===== config.mk =====
export PLATFORM = sky130hd
export DESIGN_NAME = mri_finish
export DESIGN_NICKNAME = d
export VERILOG_FILES = /design/src/rtl/core/mri_pkg.sv /design/src/rtl/core/mri_finish.sv
export VERILOG_INCLUDE_DIRS = /design/src /design/src/rtl/core
export SDC_FILE = /design/constraint.sdc
export NUM_CORES = 2
export LEC_CHECK = 0
export ABC_CLOCK_PERIOD_IN_PS = 9750
export BUFFER_PORTS_ARGS = -buffer_cell sky130_fd_sc_hd__buf_2
export CORE_MARGIN = 5
export CORE_UTILIZATION = 55
export DETAILED_ROUTE_END_ITERATION = 7
export PLACE_DENSITY = 0.75
export SETUP_SLACK_MARGIN = 0.2
export SYNTH_ARGS = -nofsm -noshare
export SYNTH_HDL_FRONTEND = slang
export SYNTH_SLANG_ARGS = --single-unit

===== constraint.sdc =====
create_clock -name clk -period 9.75 [get_ports clk]
set_input_delay 0.975 -clock clk [delete_from_list [all_inputs] [get_ports clk]]
set_output_delay 0.975 -clock clk [all_outputs]
set_load 0.02 [all_outputs]

===== src/rtl/core/map_range_interpolate_top_macros.svh =====
// Assertion macros shared by the map range interpolate RTL.
`ifndef MAP_RANGE_INTERPOLATE_TOP_MACROS_SVH
`define MAP_RANGE_INTERPOLATE_TOP_MACROS_SVH
`ifndef NO_ASSERTIONS
`define MRI_ASSERT_IMPLY(lbl, ante, cons, msg) \
    lbl: assert property (@(posedge clk) disable iff (!rst_n) (ante) |-> (cons)) \
        else $error(msg);
`define MRI_ASSERT_NEXT(lbl, ante, cons, msg) \
    lbl: assert property (@(posedge clk) disable iff (!rst_n) (ante) |=> (cons)) \
        else $error(msg);
`else
`define MRI_ASSERT_IMPLY(lbl, ante, cons, msg)
`define MRI_ASSERT_NEXT(lbl, ante, cons, msg)
`endif
`endif


===== src/rtl/core/mri_pkg.sv =====
// Types, constants and saturation helpers for the map range interpolate block.
package mri_pkg;

    localparam int DIV_N    = 48;
    localparam int DIV_D    = 32;
    localparam int DIV_LAT  = DIV_N + 1;
    localparam int FRNT_LAT = 1;
    localparam int SHP_LAT  = 4;
    localparam int FIN_LAT  = 5;

    localparam logic [1:0] OP_LINEAR   = 2'd0;
    localparam logic [1:0] OP_STEPPED  = 2'd1;
    localparam logic [1:0] OP_SMOOTH   = 2'd2;
    localparam logic [1:0] OP_SMOOTHER = 2'd3;

    localparam logic signed [31:0] Q_ONE = 32'sh0001_0000;
    localparam logic signed [31:0] Q_MAX = 32'sh7FFF_FFFF;
    localparam logic signed [31:0] Q_MIN = 32'sh8000_0000;

    typedef struct packed {
        logic [1:0]         mode;
        logic               do_clamp;
        logic               vec;
        logic               range_nz;
        logic signed [31:0] steps;
        logic signed [31:0] s1;
        logic signed [31:0] tgt_lo;
        logic signed [31:0] tgt_hi;
        logic signed [31:0] tgt_range;
    } side_t;

    // saturate a 33 bit sum or difference to Q16.16
    function automatic logic signed [31:0] sat33(input logic signed [32:0] v);
        logic signed [31:0] r;
        if (v[32] != v[31])
            r = v[32] ? Q_MIN : Q_MAX;
        else
            r = v[31:0];
        return r;
    endfunction

    // saturate a 48 bit value to Q16.16
    function automatic logic signed [31:0] sat48(input logic signed [47:0] v);
        logic signed [31:0] r;
        if ((&v[47:31]) || !(|v[47:31]))
            r = v[31:0];
        else
            r = v[47] ? Q_MIN : Q_MAX;
        return r;
    endfunction

    // magnitude of a signed 32 bit value
    function automatic logic [31:0] mag32(input logic signed [31:0] v);
        logic [31:0] r;
        r = v[31] ? (~v + 32'd1) : v;
        return r;
    endfunction

    // apply sign to a quotient magnitude and saturate
    function automatic logic signed [31:0] sat_quot(input logic [47:0] q, input logic neg);
        logic signed [31:0] r;
        if (neg)
            r = (q > 48'h0000_8000_0000) ? Q_MIN : (32'd0 - q[31:0]);
        else
            r = (q > 48'h0000_7FFF_FFFF) ? Q_MAX : q[31:0];
        return r;
    endfunction

endpackage


===== src/rtl/core/mri_finish.sv =====
// Final scale into the target range, zero-range rule and clamp.
`include "map_range_interpolate_top_macros.svh"
module mri_finish
(
    input  logic               clk,
    input  logic               rst_n,
    input  logic               in_valid,
    input  logic [47:0]        in_quot,
    input  logic               in_neg,
    input  mri_pkg::side_t     in_side,
    input  logic signed [31:0] in_aux,
    output logic               done,
    output logic signed [31:0] mapped
);
    import mri_pkg::*;

    logic               e_vld_reg, f_vld_reg, g_vld_reg, h_vld_reg, done_reg;
    side_t              e_side_reg, f_side_reg, g_side_reg;
    logic signed [31:0] e_f_reg;
    logic signed [63:0] f_prod_reg;
    logic signed [31:0] g_qm_reg;
    logic signed [31:0] h_sum_reg, h_lo_reg, h_hi_reg;
    logic               h_clamp_reg;
    logic signed [31:0] mapped_reg;

    logic               steps_pos;
    logic signed [31:0] f_next;
    logic signed [31:0] sum_next;
    logic signed [31:0] res_next;

    // pick the step quotient in stepped mode
    assign steps_pos = !in_side.steps[31] && (|in_side.steps);
    always_comb
    begin
        if (in_side.mode == OP_STEPPED)
            f_next = steps_pos ? sat_quot(in_quot, in_neg) : 32'sd0;
        else
            f_next = in_aux;
    end

    // offset by target start, force zero under scalar rules on empty range
    always_comb
    begin
        sum_next = sat33({g_side_reg.tgt_lo[31], g_side_reg.tgt_lo} + {g_qm_reg[31], g_qm_reg});
        if (!g_side_reg.vec && !g_side_reg.range_nz)
            sum_next = '0;
    end

    // clamp into the target bounds
    always_comb
    begin
        priority if (h_clamp_reg && (h_sum_reg < h_lo_reg))
            res_next = h_lo_reg;
        else if (h_clamp_reg && (h_sum_reg > h_hi_reg))
            res_next = h_hi_reg;
        else
            res_next = h_sum_reg;
    end

    // advance valid bits
    always_ff @(posedge clk or negedge rst_n)
    begin
        if (!rst_n)
        begin
            e_vld_reg <= 1'b0;
            f_vld_reg <= 1'b0;
            g_vld_reg <= 1'b0;
            h_vld_reg <= 1'b0;
            done_reg  <= 1'b0;
        end
        else
        begin
            e_vld_reg <= in_valid;
            f_vld_reg <= e_vld_reg;
            g_vld_reg <= f_vld_reg;
            h_vld_reg <= g_vld_reg;
            done_reg  <= h_vld_reg;
        end
    end

    // advance payload
    always_ff @(posedge clk)
    begin
        e_side_reg  <= in_side;
        e_f_reg     <= f_next;
        f_side_reg  <= e_side_reg;
        f_prod_reg  <= e_f_reg * e_side_reg.tgt_range;
        g_side_reg  <= f_side_reg;
        g_qm_reg    <= sat48(f_prod_reg[63:16]);
        h_sum_reg   <= sum_next;
        h_lo_reg    <= (g_side_reg.tgt_lo < g_side_reg.tgt_hi) ? g_side_reg.tgt_lo
                                                               : g_side_reg.tgt_hi;
        h_hi_reg    <= (g_side_reg.tgt_lo < g_side_reg.tgt_hi) ? g_side_reg.tgt_hi
                                                               : g_side_reg.tgt_lo;
        h_clamp_reg <= g_side_reg.do_clamp && (!g_side_reg.vec || !g_side_reg.mode[1]);
        mapped_reg  <= res_next;
    end

    assign done   = done_reg;
    assign mapped = mapped_reg;

    `MRI_ASSERT_NEXT(a_fin_clamp, h_vld_reg && h_clamp_reg, done_reg && (mapped_reg >= $past(h_lo_reg)) && (mapped_reg <= $past(h_hi_reg)), "clamped result outside target bounds")

endmodule


==> metrics.txt <==
flop-to-flop setup slack 1.05 ns; antenna violations before repair 6; register area share after synthesis 18.5%; Synth Instances 5259; Area contributors post-synth fa_1 (42%), dfxtp_1 (18%), inv_1 (7.8%); ys async rst share 1.04%; Core Util, Final 60.0%; Worst-path clk slew 0.07 ns; hold buffers post-CTS 0; syn nets 6897; Reg2Reg Depth 24; routability cong. 0.890; Post-CTS Resized 0; critical path type register to register; Final #Nets 7063; DRC viols 0; Syn-to-layout area delta 8.68%; htree depth 2; synthesized area 0.0522 sq mm; clock latency on the worst-skew pair 0.65 ns; worst r2r src e_side_reg[2]$_DFF_P_; ys flop type dfxtp_1; flops & latches, synth 482; Core ar. 0.0946 sq mm; commonest cells after routing, fill and taps aside inv_1 (1091), fa_1 (1082), nand2_1 (587); # IOs 282; Vias 36.1k; CTS max path bufs 3; final worst-path cycle share 89.3%; startpoint types register; area leader, netlist fa_1; Routed Antenna Nets 0; CTS tree yes; largest net degree at the start of global routing 64; first-pass iteration count of the detailed router 6; Num Clock Sinks 482; overall die height 318 um; most common cell after layout, fill and taps aside inv_1; Netlist cell types 77; DR iter-0 viols 2206; CP Max Fanout 18; R2R Path End f_prod_reg[37]$_DFF_P_; # rows 113; vias per cell 5.36; area occupied by multi-input gates 0.0376 sq mm; Routed WL 129000 um; Initial Util 55.2%; clk_skew 0.0664 ns; worst-margin pin slew 1.09 ns; max cap viols 0; Final setup viols 0; Yosys top cell area share 41.5%; Ys Warns 0; beginning of the critical path e_side_reg[2]$_DFF_P_; Hold Path Class input pin to asynchronous set/reset pin; total global-route track usage 25.9%; CTS root buf clkbuf_16; vias in the first global route 39.3k; Die ar. 0.101 sq mm; EDFF count, synth 0; Setup crit end kind register; status complete, no violations; Final Hold Vio Count 0; register area 0.00968 sq mm; Rel. slew slack 27.2%; Pins Over Slew Limit 0; HPWL Detailed 106000 um; unrepaired setup endpoints after global routing false; max FFs per register 100; Worst Path Arrival 9.22 ns; first-pass GRT wire length 208000 um; PortBufs 249; post-CTS setup buffers 0; wire length per cell 19.2 um; total gr overflow 0; Die X 318 um; post-layout minimum cycle time 8.70 ns; Mean Syn Cell Area 9.92 sq um; TritonCTS Buffers 50; Critical Path RT 10.27 ns; setup TNS 0 ns; fillers 7833; share of post-route cells with drive strength above 1 9.70%; Max Clock Freq 0.115 GHz
==> synth_stat cells, drive strengths merged (31+ instances only) <==
cell type,instances
nand2,588
dfxtp,477
mux2,64
a21oi,112
inv,1091
xor2,31
a21o,79
o21ai,149
xnor2,51
fa,1082
ha,307
nor2,101
mux2i,66
and2,513
clkbuf,216
==> worst max path at each step <==
| stage | to | slack [ns] |
|---|---|---|
| after floorplan | f_prod_reg[60]$_DFF_P_ | 2.19 |
| after global placement | f_prod_reg[63]$_DFF_P_ | 1.38 |
| after detailed placement | f_prod_reg[56]$_DFF_P_ | 1.32 |
| after CTS | f_prod_reg[56]$_DFF_P_ | 1.14 |
| after global routing | f_prod_reg[60]$_DFF_P_ | 0.72 |
| final | f_prod_reg[37]$_DFF_P_ | 1.05 |
==> layer usage <==
layer	share of wire, %	GRT usage [%]	vias up	routed length, um
met5	0.016	0	-	21
met4	6.1	13.2	4	7890
met3	6.0	3.82	343	7690
met2	50	44.9	1176	65000
met1	38	31.6	18400	48400
li1	-	-	16100	-
==> worst max-delay path, cell delays in order, from the launching register on <==
cell and delay [ns]:
dfxtp_1 0.89, buf_4 0.40, nand2_1 0.12, fa_1 0.59, fa_1 0.43, fa_1 0.50, fa_1 0.55, inv_1 0.06
fa_1 0.53, inv_1 0.08, fa_1 0.55, inv_1 0.06, fa_1 0.51, fa_1 0.43, ha_1 0.35, nand3_1 0.12
o22ai_1 0.09, a211o_1 0.32, or4_1 0.45, o21ai_0 0.57, o31ai_1 0.22, nand3_1 0.25, o21ai_0 0.17, a21oi_1 0.21
xnor2_1 0.14
==> cell type report <==
cell class / instances / share of cell area [%]
clock inverter: 28 / 0.746
antenna: 5 / 0.0221
multi-input combinational: 3453 / 66.2
inverter: 1092 / 7.23
sequential: 482 / 17.1
tap: 1265 / 2.79
timing repair buffer: 346 / 3.50
clock buffer: 61 / 2.40
==> kinds of logic (layout without fill, tap and decap cells) <==
logic type,after synthesis,count (layout),share of synthesized area [%]
other,0,5,0
flip-flops,482,482,18.5
AO/OA/AOI/OAI,470,470,5.69
adder cells (fa/ha/maj),1389,1389,48.9
AND/OR/NAND/NOR,1382,1382,13.3
buffers and inverters,1324,1527,9.57
multiplexers,130,130,2.65
XOR/XNOR,82,82,1.38
==> per-stage QoR <==
stage / hold WS, ns / worst slack (ns) / cells / area (sq um)
finish: 0.176 / 1.05 / 6732 / 56700
floorplan: 0.310 / 2.19 / 5259 / 52200
CTS: 0.145 / 1.14 / 6727 / 56700
global route: 0.159 / 0.722 / 6730 / 56700
detailed placement: 0.312 / 1.32 / 6638 / 54900
global placement: 0.311 / 1.38 / 6638 / 54900
Power is not shown: default switching activity piles up to over one toggle a cycle in this logic, so the estimate is an artifact.
